File: config.mk
export PLATFORM = sky130hd
export DESIGN_NAME = modbus_tcp_register_server_top
export DESIGN_NICKNAME = d
export VERILOG_FILES = /design/src/rtl/mbtrs_pkg.sv /design/src/rtl/modbus_tcp_register_server_top.sv /design/src/rtl/mbtrs_ctrl.sv /design/src/rtl/mbtrs_dp.sv
export SDC_FILE = /design/constraint.sdc
export NUM_CORES = 1
export LEC_CHECK = 0
export ABC_AREA = 1
export BUFFER_PORTS_ARGS = -buffer_cell sky130_fd_sc_hd__buf_4
export CAP_MARGIN = 20
export CORE_MARGIN = 5
export CORE_UTILIZATION = 57
export CTS_BUF_LIST = sky130_fd_sc_hd__clkbuf_4 sky130_fd_sc_hd__clkbuf_8
export CTS_CLUSTER_DIAMETER = 80
export CTS_CLUSTER_SIZE = 20
export DETAILED_ROUTE_END_ITERATION = 8
export GPL_TIMING_DRIVEN = 0
export PLACE_DENSITY_LB_ADDON = 0.3
export SLEW_MARGIN = 20
export SYNTH_ARGS = -nofsm -noshare
export SYNTH_HDL_FRONTEND = slang
export SYNTH_SLANG_ARGS = --single-unit
File: constraint.sdc
create_clock -name clk -period 5 [get_ports clk]
set_clock_uncertainty 0.05 [all_clocks]
set_input_delay 1.5 -clock clk [delete_from_list [all_inputs] [get_ports clk]]
set_output_delay 1.5 -clock clk [all_outputs]
set_load 0.02 [all_outputs]
File: src/rtl/mbtrs_pkg.sv
package mbtrs_pkg;

  // frame and response layout
  localparam int HDR_BYTES      = 12;
  localparam int READ_HDR_BYTES = 9;
  localparam int MAX_READ_WORDS = 2;
  localparam int REG_COUNT_DEF  = 2;

  localparam logic [7:0] FC_READ       = 8'h03;
  localparam logic [7:0] FC_WRITE      = 8'h06;
  localparam logic [7:0] UNIT_ID_RESET = 8'd1;

  // controller states
  typedef enum logic [1:0] {
    S_IDLE,
    S_DECODE,
    S_REPLY
  } state_t;

  // commands from controller to datapath
  typedef struct packed {
    logic frame_byte;
    logic frame_close;
    logic local_wr;
    logic decode;
    logic emit;
  } cmd_t;

  // status from datapath to controller
  typedef struct packed {
    logic hdr_done;
    logic fc_known;
    logic at_last;
  } sts_t;

endpackage

File: src/rtl/modbus_tcp_register_server_top.sv
// Modbus TCP holding register server.
// Input channel s_*: one item per request byte (s_tuser = 0) or per local
// register update (s_tuser = 1); s_tlast marks the final byte of a frame.
// The first 12 bytes of a frame are kept, later ones ignored.
// Output channel m_*: the response bytes, m_tlast on the final one.
// A read (function 0x03) answers with 9 to 13 bytes, a single write (0x06)
// echoes the 12 header bytes; short frames and other codes give no reply.
// Request bytes and local updates are taken one per cycle while idle. After
// the final byte of a full frame the block decodes the request in its decode
// state, then sends one response byte per cycle from its output register
// while m_tready allows; the input channel is held off during decode and
// response.
// A stalled last response byte does not block the next frame's input.
// cfg_wen/cfg_wdata write the unit id for read responses.
// Reset clears the register table and the header count and sets unit id 1.
module modbus_tcp_register_server_top
  import mbtrs_pkg::*;
#(
  parameter int REG_COUNT = REG_COUNT_DEF
) (
  input  logic        clk,
  input  logic        rst,
  input  logic        cfg_wen,
  input  logic [7:0]  cfg_wdata,
  input  logic        s_tvalid,
  output logic        s_tready,
  input  logic [31:0] s_tdata,  // frame_byte[7:0], local_index[8], local_value[24:9]
  input  logic        s_tuser,  // req_type
  input  logic        s_tlast,  // frame_end
  output logic        m_tvalid,
  input  logic        m_tready,
  output logic [7:0]  m_tdata,  // reply_byte[7:0]
  output logic        m_tlast   // reply_last
);

  cmd_t cmd;
  sts_t sts;

  mbtrs_ctrl u_ctrl (
    .clk      (clk),
    .rst      (rst),
    .s_tvalid (s_tvalid),
    .s_tuser  (s_tuser),
    .s_tlast  (s_tlast),
    .s_tready (s_tready),
    .m_tvalid (m_tvalid),
    .m_tready (m_tready),
    .cmd      (cmd),
    .sts      (sts)
  );

  mbtrs_dp #(
    .REG_COUNT (REG_COUNT)
  ) u_dp (
    .clk        (clk),
    .rst        (rst),
    .cfg_wen    (cfg_wen),
    .cfg_wdata  (cfg_wdata),
    .in_byte    (s_tdata[7:0]),
    .in_index   (s_tdata[8]),
    .in_value   (s_tdata[24:9]),
    .cmd        (cmd),
    .sts        (sts),
    .reply_byte (m_tdata),
    .reply_last (m_tlast)
  );

endmodule

File: src/rtl/mbtrs_ctrl.sv
module mbtrs_ctrl
  import mbtrs_pkg::*;
(
  input  logic clk,
  input  logic rst,
  input  logic s_tvalid,
  input  logic s_tuser,
  input  logic s_tlast,
  output logic s_tready,
  output logic m_tvalid,
  input  logic m_tready,
  output cmd_t cmd,
  input  sts_t sts
);

  state_t state;
  state_t state_next;
  logic   m_tvalid_next;
  logic   accept;
  logic   out_free;

  assign accept   = s_tvalid && s_tready;
  assign out_free = !m_tvalid || m_tready;

  // next state
  always_comb begin
    state_next = state;
    unique case (state)
      S_IDLE: begin
        if (accept && !s_tuser && s_tlast && sts.hdr_done) state_next = S_DECODE;
      end
      S_DECODE: begin
        state_next = sts.fc_known ? S_REPLY : S_IDLE;
      end
      S_REPLY: begin
        if (out_free && sts.at_last) state_next = S_IDLE;
      end
      default: state_next = S_IDLE;
    endcase
  end

  // outputs
  always_comb begin
    s_tready        = 1'b0;
    cmd             = '0;
    unique case (state)
      S_IDLE: begin
        s_tready        = 1'b1;
        cmd.frame_byte  = s_tvalid && !s_tuser;
        cmd.frame_close = s_tvalid && !s_tuser && s_tlast;
        cmd.local_wr    = s_tvalid && s_tuser;
      end
      S_DECODE: begin
        cmd.decode = 1'b1;
      end
      S_REPLY: begin
        cmd.emit = out_free;
      end
      default: begin
        s_tready = 1'b0;
      end
    endcase
  end

  // output valid flag
  always_comb begin
    if (cmd.emit) begin
      m_tvalid_next = 1'b1;
    end else if (m_tready) begin
      m_tvalid_next = 1'b0;
    end else begin
      m_tvalid_next = m_tvalid;
    end
  end

  always_ff @(posedge clk) begin
    if (rst) begin
      state    <= S_IDLE;
      m_tvalid <= 1'b0;
    end else begin
      state    <= state_next;
      m_tvalid <= m_tvalid_next;
    end
  end

  // decode lasts exactly one cycle
  a_decode_once: assert property (@(posedge clk) disable iff (rst)
    state == S_DECODE |=> state != S_DECODE)
    else $error("decode state held");

  // the final reply item returns the controller to idle
  a_last_to_idle: assert property (@(posedge clk) disable iff (rst)
    cmd.emit && sts.at_last |=> state == S_IDLE)
    else $error("reply did not end after last item");

  // an emitted item is presented on the next cycle
  a_emit_valid: assert property (@(posedge clk) disable iff (rst)
    cmd.emit |=> m_tvalid)
    else $error("emitted item not valid");

endmodule

File: src/rtl/mbtrs_dp.sv
module mbtrs_dp
  import mbtrs_pkg::*;
#(
  parameter int REG_COUNT = REG_COUNT_DEF
) (
  input  logic        clk,
  input  logic        rst,
  input  logic        cfg_wen,
  input  logic [7:0]  cfg_wdata,
  input  logic [7:0]  in_byte,
  input  logic        in_index,
  input  logic [15:0] in_value,
  input  cmd_t        cmd,
  output sts_t        sts,
  output logic [7:0]  reply_byte,
  output logic        reply_last
);

  localparam int          IDX_W = (REG_COUNT > 1) ? $clog2(REG_COUNT) : 1;
  localparam logic [16:0] RC17  = 17'(REG_COUNT);
  localparam logic [3:0]  HDR_N = 4'(HDR_BYTES);

  logic [7:0]       frame_store [HDR_BYTES];
  logic [3:0]       bytes_seen;
  logic [15:0]      holding_table [REG_COUNT];
  logic [7:0]       unit_id;
  logic             is_read;
  logic [1:0]       n_words;
  logic [IDX_W-1:0] base;
  logic [3:0]       last_idx;
  logic [3:0]       k;

  logic [7:0]       fc;
  logic [15:0]      addr;
  logic [15:0]      cnt;
  logic             addr_ok;
  logic [16:0]      sum;
  logic [15:0]      avail;
  logic [15:0]      eff;
  logic [1:0]       words;
  logic [IDX_W:0]   rd_idx;
  logic [15:0]      rd_word;
  logic [7:0]       bc;
  logic [7:0]       byte_mux;

  // configuration register
  always_ff @(posedge clk) begin
    if (rst) begin
      unit_id <= UNIT_ID_RESET;
    end else if (cfg_wen) begin
      unit_id <= cfg_wdata;
    end
  end

  // header collection
  always_ff @(posedge clk) begin
    if (cmd.frame_byte && bytes_seen < HDR_N) begin
      frame_store[bytes_seen] <= in_byte;
    end
  end

  always_ff @(posedge clk) begin
    if (rst) begin
      bytes_seen <= '0;
    end else if (cmd.frame_close) begin
      bytes_seen <= '0;
    end else if (cmd.frame_byte && bytes_seen < HDR_N) begin
      bytes_seen <= bytes_seen + 4'd1;
    end
  end

  // request decode and read range clamp
  always_comb begin
    fc      = frame_store[7];
    addr    = {frame_store[8], frame_store[9]};
    cnt     = {frame_store[10], frame_store[11]};
    addr_ok = {1'b0, addr} < RC17;
    sum     = {1'b0, addr} + {1'b0, cnt};
    avail   = 16'(RC17 - {1'b0, addr});
    eff     = (sum > RC17) ? avail : cnt;
    if (!addr_ok) begin
      words = 2'd0;
    end else if (eff >= 16'(MAX_READ_WORDS)) begin
      words = 2'(MAX_READ_WORDS);
    end else begin
      words = eff[1:0];
    end
  end

  always_ff @(posedge clk) begin
    if (cmd.decode) begin
      is_read  <= (fc == FC_READ);
      n_words  <= words;
      base     <= addr[IDX_W-1:0];
      last_idx <= (fc == FC_READ) ? 4'(READ_HDR_BYTES - 1) + {1'b0, words, 1'b0}
                                  : HDR_N - 4'd1;
    end
  end

  // holding register table
  always_ff @(posedge clk) begin
    if (rst) begin
      for (int i = 0; i < REG_COUNT; i++) begin
        holding_table[i] <= '0;
      end
    end else if (cmd.decode) begin
      if (fc == FC_WRITE && addr_ok) holding_table[addr[IDX_W-1:0]] <= cnt;
    end else if (cmd.local_wr) begin
      if (int'(in_index) < REG_COUNT) holding_table[IDX_W'(in_index)] <= in_value;
    end
  end

  // table read for the word being sent
  always_comb begin
    rd_idx  = {1'b0, base} + {{IDX_W{1'b0}}, k >= 4'(READ_HDR_BYTES + 2)};
    rd_word = (int'(rd_idx) < REG_COUNT) ? holding_table[rd_idx[IDX_W-1:0]] : 16'd0;
    bc      = {5'd0, n_words, 1'b0};
  end

  // response byte select
  always_comb begin
    byte_mux = 8'd0;
    if (is_read) begin
      case (k) inside
        4'd0:             byte_mux = frame_store[0];
        4'd1:             byte_mux = frame_store[1];
        4'd2, 4'd3, 4'd4: byte_mux = 8'd0;
        4'd5:             byte_mux = 8'd3 + bc;
        4'd6:             byte_mux = unit_id;
        4'd7:             byte_mux = FC_READ;
        4'd8:             byte_mux = bc;
        default:          byte_mux = k[0] ? rd_word[15:8] : rd_word[7:0];
      endcase
    end else if (k < HDR_N) begin
      byte_mux = frame_store[k];
    end
  end

  // output register and reply position
  always_ff @(posedge clk) begin
    if (cmd.emit) begin
      reply_byte <= byte_mux;
      reply_last <= (k == last_idx);
    end
  end

  always_ff @(posedge clk) begin
    if (rst) begin
      k <= '0;
    end else if (cmd.decode) begin
      k <= '0;
    end else if (cmd.emit) begin
      k <= k + 4'd1;
    end
  end

  // status to controller
  assign sts.hdr_done = bytes_seen >= HDR_N - 4'd1;
  assign sts.fc_known = (fc == FC_READ) || (fc == FC_WRITE);
  assign sts.at_last  = (k == last_idx);

  // header count never runs past the store
  a_count_bound: assert property (@(posedge clk) disable iff (rst)
    bytes_seen <= HDR_N)
    else $error("header count overflow");

  // no item is sent past the end of the response
  a_emit_range: assert property (@(posedge clk) disable iff (rst)
    cmd.emit |-> k <= last_idx)
    else $error("reply position past last item");

  // every reply starts at its first byte
  a_decode_rewind: assert property (@(posedge clk) disable iff (rst)
    cmd.decode |=> k == 4'd0)
    else $error("reply position not rewound");

endmodule
# [Word level (Yosys, flattened, before mapping)]
# Memory sizes are Yosys's and may differ from the RTL's. A register that Yosys moved wholly into a read port is not among the register bits.
# Cells that the tools add are included.
[classes] reduce_logical=23 n_mux=44 addsub=7 eq_ne=15 order_cmp=8
[op_table] cell="$mux W8" n=10
[op_table] cell="$mux W16" n=4
[op_table] cell="$reduce_or A16 Y1" n=2
[op_table] cell="$mux W1" n=21
[op_table] cell="$add A16 B16 Y17" n=1
[op_table] cell="$gt A17 B2 Y1 const B" n=1
[op_table] cell="$eq A4 B3 Y1 const B" n=4
[op_table] cell="$ge A16 B2 Y1 const B" n=1
[op_table] cell="$lt A16 B2 Y1 const B" n=1
[op_table] cell="$sub A2 B16 Y16 const A" n=1
[op_table] cell="$logic_and A1 B1 Y1" n=10
[op_table] cell="$mux W2" n=5
[op_table] cell="$add A4 B1 Y4 const B" n=2
[op_table] cell="$eq A4 B2 Y1 const B" n=2
[op_table] cell="$eq A8 B2 Y1 const B" n=1
[op_table] cell="$eq A8 B3 Y1 const B" n=1
[op_table] cell="$ge A4 B4 Y1 const B" n=2
[op_table] cell="$lt A4 B4 Y1 const B" n=2
[op_table] cell="$mux W4" n=2
[op_table] cell="$pmux W2 S3" n=1
[op_table] cell="$add A2 B3 Y4 const A" n=1
[op_table] cell="$add A4 B3 Y4 const A" n=1
[op_table] cell="$eq A4 B1 Y1 const B" n=1
[op_table] cell="$eq A4 B4 Y1" n=1
[op_table] cell="other kinds (15)" n=19
[word_totals] regBits=36 out_inout_bits=11 wordCells=110 ramBits=128 memories=2 in_bits=47
[memory_table] memory="u_dp.frame_store" words=12 word_bits=8 read_ports=8 rd_ports_with_merged_regs=1 wr=1 line_no="mbtrs_dp.sv:23" text="logic [7:0] frame_store [HDR_BYTES];"
[memory_table] memory="u_dp.holding_table" words=2 word_bits=16 read_ports=1 rd_ports_with_merged_regs=0 wr=2 line_no="mbtrs_dp.sv:25" text="logic [15:0] holding_table [REG_COUNT];"

# [Depth between registers and ports, before layout]
[depth] ltp_word=13 ltp_mapped=20 ltp_nobuf=20

# [Hierarchy]
# From an unflattened synthesis, not the netlist that was laid out.
[unflattened] cells_unflattened=1092 hier_area_um2=9290.2
[modules_own_cells] mod="mbtrs_dp" area_per_inst_um2=9105.0 cells_per_inst=1065 seq_area_each_um2=4724.5 instances=1
[modules_own_cells] mod="mbtrs_ctrl" area_per_inst_um2=185.2 cells_per_inst=27 seq_area_each_um2=60.1 instances=1

# [Worst setup path before layout]
# OpenSTA, ideal clock, no wires.
[synth_path] path_kind="in2reg" start="input port s_tuser" end="memory u_dp.frame_store[4][0] (enable)" path_buffers=1 stages=4 arrival_ps=2743 t_required_ps=4567 setup_time_ps=383 setup_slack_ps=1824 path_cell_list="nor4_1 > inv_1 > clkbuf_1 > nor3_1"
[synth_via] elab_chain_len=6
[synth_rtl] item="from (decl)" line_no="modbus_tcp_register_server_top.sv:28" text="input logic s_tuser,"
[synth_rtl] item="$logic_not A1 Y1" line_no="mbtrs_ctrl.sv:49" text="cmd.frame_byte = s_tvalid && !s_tuser;"
[synth_rtl] item="$logic_and A1 B1 Y1" line_no="mbtrs_ctrl.sv:49"
[synth_rtl] item="$mux W3" line_no="mbtrs_ctrl.sv:46" text="unique case (state)"
[synth_rtl] item="$logic_and A1 B1 Y1" line_no="mbtrs_dp.sv:57" text="if (cmd.frame_byte && bytes_seen < HDR_N) begin"
[synth_rtl] item="$mux W1" line_no="mbtrs_dp.sv:57"
[synth_rtl] item="$mux W1 (implied by the code)" line_no="mbtrs_dp.sv:58" text="frame_store[bytes_seen] <= in_byte;"
[synth_rtl] item="to (decl)" line_no="mbtrs_dp.sv:23"
# No other way between the ends.

# [Worst setup path after layout]
[layout_path] start="register u_dp.k[0]" end="register u_dp.reply_byte[0] (data pin)"
[layout_via] elab_chain_len=13 elab_cells_between_ends=26 classes_between="1 x add/sub; 3 x order compare; 8 x eq/ne; 11 x mux; 2 x reduce/logical; 1 x memory"
[layout_rtl] item="from (decl)" line_no="mbtrs_dp.sv:31" text="logic [3:0] k;"
[layout_rtl] item="from (signal assigned)" line_no="mbtrs_dp.sv:153" text="k <= k + 4'd1;"
[layout_rtl] item="$ge A4 B4 Y1" line_no="mbtrs_dp.sv:115" text="rd_idx = {1'b0, base} + {{IDX_W{1'b0}}, k >= 4'(READ_HDR_BYTES + 2)};"
[layout_rtl] item="$add A1 B1 Y2" line_no="mbtrs_dp.sv:115"
[layout_rtl] item="$lt A2 B2 Y1 / $mem_v2 Z2 W16 (equally long branches)"
[layout_rtl] item="$mux W16" line_no="mbtrs_dp.sv:116" text="rd_word = (int'(rd_idx) < REG_COUNT) ? holding_table[rd_idx[IDX_W-1:0]] : 16'd0;"
[layout_rtl] item="$mux W8" line_no="mbtrs_dp.sv:132" text="default: byte_mux = k[0] ? rd_word[15:8] : rd_word[7:0];"
[layout_rtl] item="$mux W8 (7 in series)" line_no="mbtrs_dp.sv:124" text="case (k) inside"
[layout_rtl] item="$mux W8 (*)" line_no="mbtrs_dp.sv:123" text="if (is_read) begin"
[layout_rtl] item="via u_dp.byte_mux[0]" line_no="mbtrs_dp.sv:44" text="logic [7:0] byte_mux;"
[layout_rtl] item="to (signal assigned)" line_no="mbtrs_dp.sv:142" text="reply_byte <= byte_mux;"
[layout_rtl] item="to (decl)" line_no="mbtrs_dp.sv:15" text="output logic [7:0] reply_byte,"
# The timed path passes the listed nets; every way through them passes the cells marked *.
# A chain may end at the register's enable or synchronous reset.

==> summary.txt <==
Outcome
  • Status: completed

Layout
  • Fraction of layout cells with a size suffix above 1: 10.1%
  • FF+latch area: about 4800 sq um
  • Layout Cells excl Fill: 1357
  • Layout area overhead: 11.6%
  • Final Instance Area: 10100 sq um
  • Util after Layout: between 60% and 70%
  • Final net count: 1204
  • Leading cell type in the layout, fill and taps excluded: nand2_1
  • Leading cell types in the layout, fill and taps excluded: nand2_1, nor2_1, edfxtp_1
  • Layout filler cell count: 1350
  • Antenna fix cells: 0
  • Area taken by multi-input logic gates: 3680 sq um

Min path
  • Hold path cells: 2
  • Hold Path End: u_dp.unit_id[0]
  • Hold path startpoint: u_dp.unit_id[0]
  • Worst Hold Class: register to register

Route
  • DRT Pass-1 Iters: 5
  • Drt total wl: 24000 um
  • Antenna Violating Nets Remaining: 0
  • Post-route DRC: 0
  • Routed len/inst: 17.7 um
  • Drt initial violations: about 830
  • Via density: 5.68
  • Via count of the routed design: 7707

Clock tree
  • Post CTS Setup Buffer Count: 0
  • # hold bufs at CTS: 0
  • Max clock buf depth: 2
  • CTS tree: done
  • Worst-path clk slew: 0.09 ns
  • Post-cts sizing count: 0
  • Htree depth: 4
  • Clock latency at the later pin of the worst-skew pair: around 0.46 ns
  • CTS buffer count: 17
  • Clock sink total: 167
  • Clock Tree Root: clkbuf_8

Global routing
  • Number of global-route vias before repair: 7048
  • Gr usage total: 26.5%
  • Initial antenna violation count: 0
  • First-pass GRT wire length: 37500 um
  • Largest net degree at the start of global routing: 17
  • Grt ovf: 0

Critical path
  • Crit end category: register
  • R2r setup slk: between 1 and 1.5 ns
  • WP data required: 5.22 ns
  • CP max FO: 10
  • Worst-case reg-to-reg path depth: 15
  • Critical path type: register to register
  • Worst Path Arrival: between 3 and 4 ns
  • R2r endpoint: u_dp.reply_byte[0]
  • Critical R2R Launch: u_dp.k[0]
  • CP Launch Type: register

Die
  • Initial Utilization: a little under three fifths
  • Num rows: 46
  • Total core area: 15700 sq um
  • Die area: 18500 sq um
  • Io pins: 58
  • Chip Width: 136 um
  • Die Y: 136 um

Synth
  • Synth Warn #: 0
  • Register area share after synthesis: 52.9%
  • Seq cells post-synth: 167
  • Async SR Flop Fraction: 0%
  • Post-synthesis mux area share: 0.221%
  • Cell variety after synth: 46
  • Syn_nets: between 1000 and 1500
  • Synth Cell Area: 9050 sq um
  • Post-synthesis adder-cell area fraction: ~4.1%
  • Syn_area_per_cell: 8.54 sq um
  • Most used DFF post-synth: edfxtp_1
  • Post-Synth XOR/XNOR Area: 0.484%
  • Synth Area in Compound Gates: 12.4%
  • Post-synth EDFFs: 144
  • Simple-gate share of the synthesized area: 22.9%
  • Mapped Cells: 1059
  • Main combinational cell family by area after synthesis: simple AND/OR/NAND/NOR gates

Place
  • Placement Cell Area: 9730 sq um
  • Routability Congestion: a little over 0.9
  • Port Buf Inserts: 50
  • DPL Wire Length: ~18000 um
  • Placed cells: 1325

Pwr
  • Leakage: roughly 4.2 nW
  • PwrDens: about 250 nW/um^2
  • VDD IR-drop max: 211 uV

Timing
  • Final setup viols: 0
  • Slew Limit Headroom: ~45%
  • Fmax: 286 MHz
  • Worst slew pin tran: 0.821 ns
  • Fin Setup TNS: 0 ns
  • RSZ-0062 raised after global routing: false
  • Final worst-path cycle share: 70.0%
  • Final-report hold violation count: 0
  • Final max-slew violation count: 0
  • Final min period: between 3 and 4 ns

Job
  • Total of max-cap violations: 0
[cells by family after synthesis]
| logic type | Yosys count |
|---|---|
| compound gates | 202 |
| xor+xnor | 5 |
| fa+ha+maj | 29 |
| buf+inv | 164 |
| flops | 167 |
| mux | 2 |
| simple gates | 490 |
[power by group]
group / total (mW) / internal, mW / switching [mW]
Sequential: 1.54 / 1.53 / 0.00997
Combinational: 0.105 / 0.0380 / 0.0671
Clock: 0.872 / 0.380 / 0.492
[final cells by class]
class	count	share of cell area, %
Buffer	28	1.23
Clock buffer	21	2.74
Clock inverter	11	0.768
Inverter	136	5.06
Multi-Input combinational cell	728	36.4
Sequential cell	167	47.4
Tap cell	216	2.68
Timing Repair Buffer	50	3.72
[registers in the layout (all words and copies together) (netlist names), named ones only]
register	count
u_ctrl.m_tvalid	1
u_ctrl.state	2
u_dp.base	1
u_dp.bytes_seen	4
u_dp.frame_store	96
u_dp.holding_table	32
u_dp.is_read	1
u_dp.k	4
u_dp.last_idx	3
u_dp.n_words	2
u_dp.reply_byte	8
u_dp.reply_last	1
u_dp.unit_id	8
[worst max-delay path, cell delays in order (launching register included)]
cell      delay, ns
dfxtp_1        0.60
ha_1           0.28
inv_1          0.09
a21oi_1        0.22
ha_1           0.26
clkbuf_1       0.23
inv_1          0.23
buf_2          0.26
nor2_1         0.07
o22ai_1        0.28
a21oi_1        0.11
nor2_1         0.12
o21ai_0        0.11
a31oi_1        0.19
o21ai_0        0.10
o21ai_0        0.12
[routing by layer]
metal | up-vias | routed length, um | track usage [%]
li1 | 3731 | - | -
met1 | 3530 | 10200 | 37.6
met2 | 390 | 11000 | 41.3
met3 | 56 | 2100 | 4.66
met4 | 0 | 710 | 9.46
met5 | - | 0 | 0
[worst max path at each step]
stage / start / to / slack [ns] / depth (start not counted)
CTS: s_tuser / u_dp.frame_store[5][6] / 1.53 / 5
finish: u_dp.k[0] / u_dp.reply_byte[0] / 1.50 / 15
floorplan: s_tuser / u_dp.frame_store[4][0] / 1.82 / 4
global placement: s_tuser / u_dp.frame_store[6][1] / 1.09 / 5
global route: u_dp.k[0] / u_dp.reply_byte[0] / 1.30 / 15
detailed placement: s_tuser / u_dp.frame_store[5][3] / 1.04 / 5
[through the flow]
step	setup WS, ns	hold WS, ns	power, mW
after floorplan	1.82	0.379	1.62
after global placement	1.09	0.434	1.67
after detailed placement	1.04	0.432	1.68
after CTS	1.53	0.454	2.52
after global routing	1.30	0.492	2.59
final	1.50	0.455	2.52
[synthesized netlist by cell type, types with 4 or more instances]
| library cell | instances | share of area, % |
|---|---|---|
| nand2_1 | 212 | 8.8 |
| nor2_1 | 157 | 6.5 |
| edfxtp_1 | 144 | 48 |
| inv_1 | 132 | 5.5 |
| o21ai_0 | 108 | 6.0 |
| nand3_1 | 66 | 3.7 |
| a21oi_1 | 51 | 2.8 |
| ha_1 | 28 | 3.9 |
| dfxtp_1 | 23 | 5.1 |
| clkbuf_1 | 22 | 0.91 |
| o22ai_1 | 20 | 1.4 |
| nor3_1 | 17 | 0.94 |
| nand4_1 | 13 | 0.90 |
| o211ai_1 | 8 | 0.66 |
| nor2_2 | 5 | 0.35 |
| nor4_1 | 4 | 0.28 |
(Power assumes the default switching activity.)
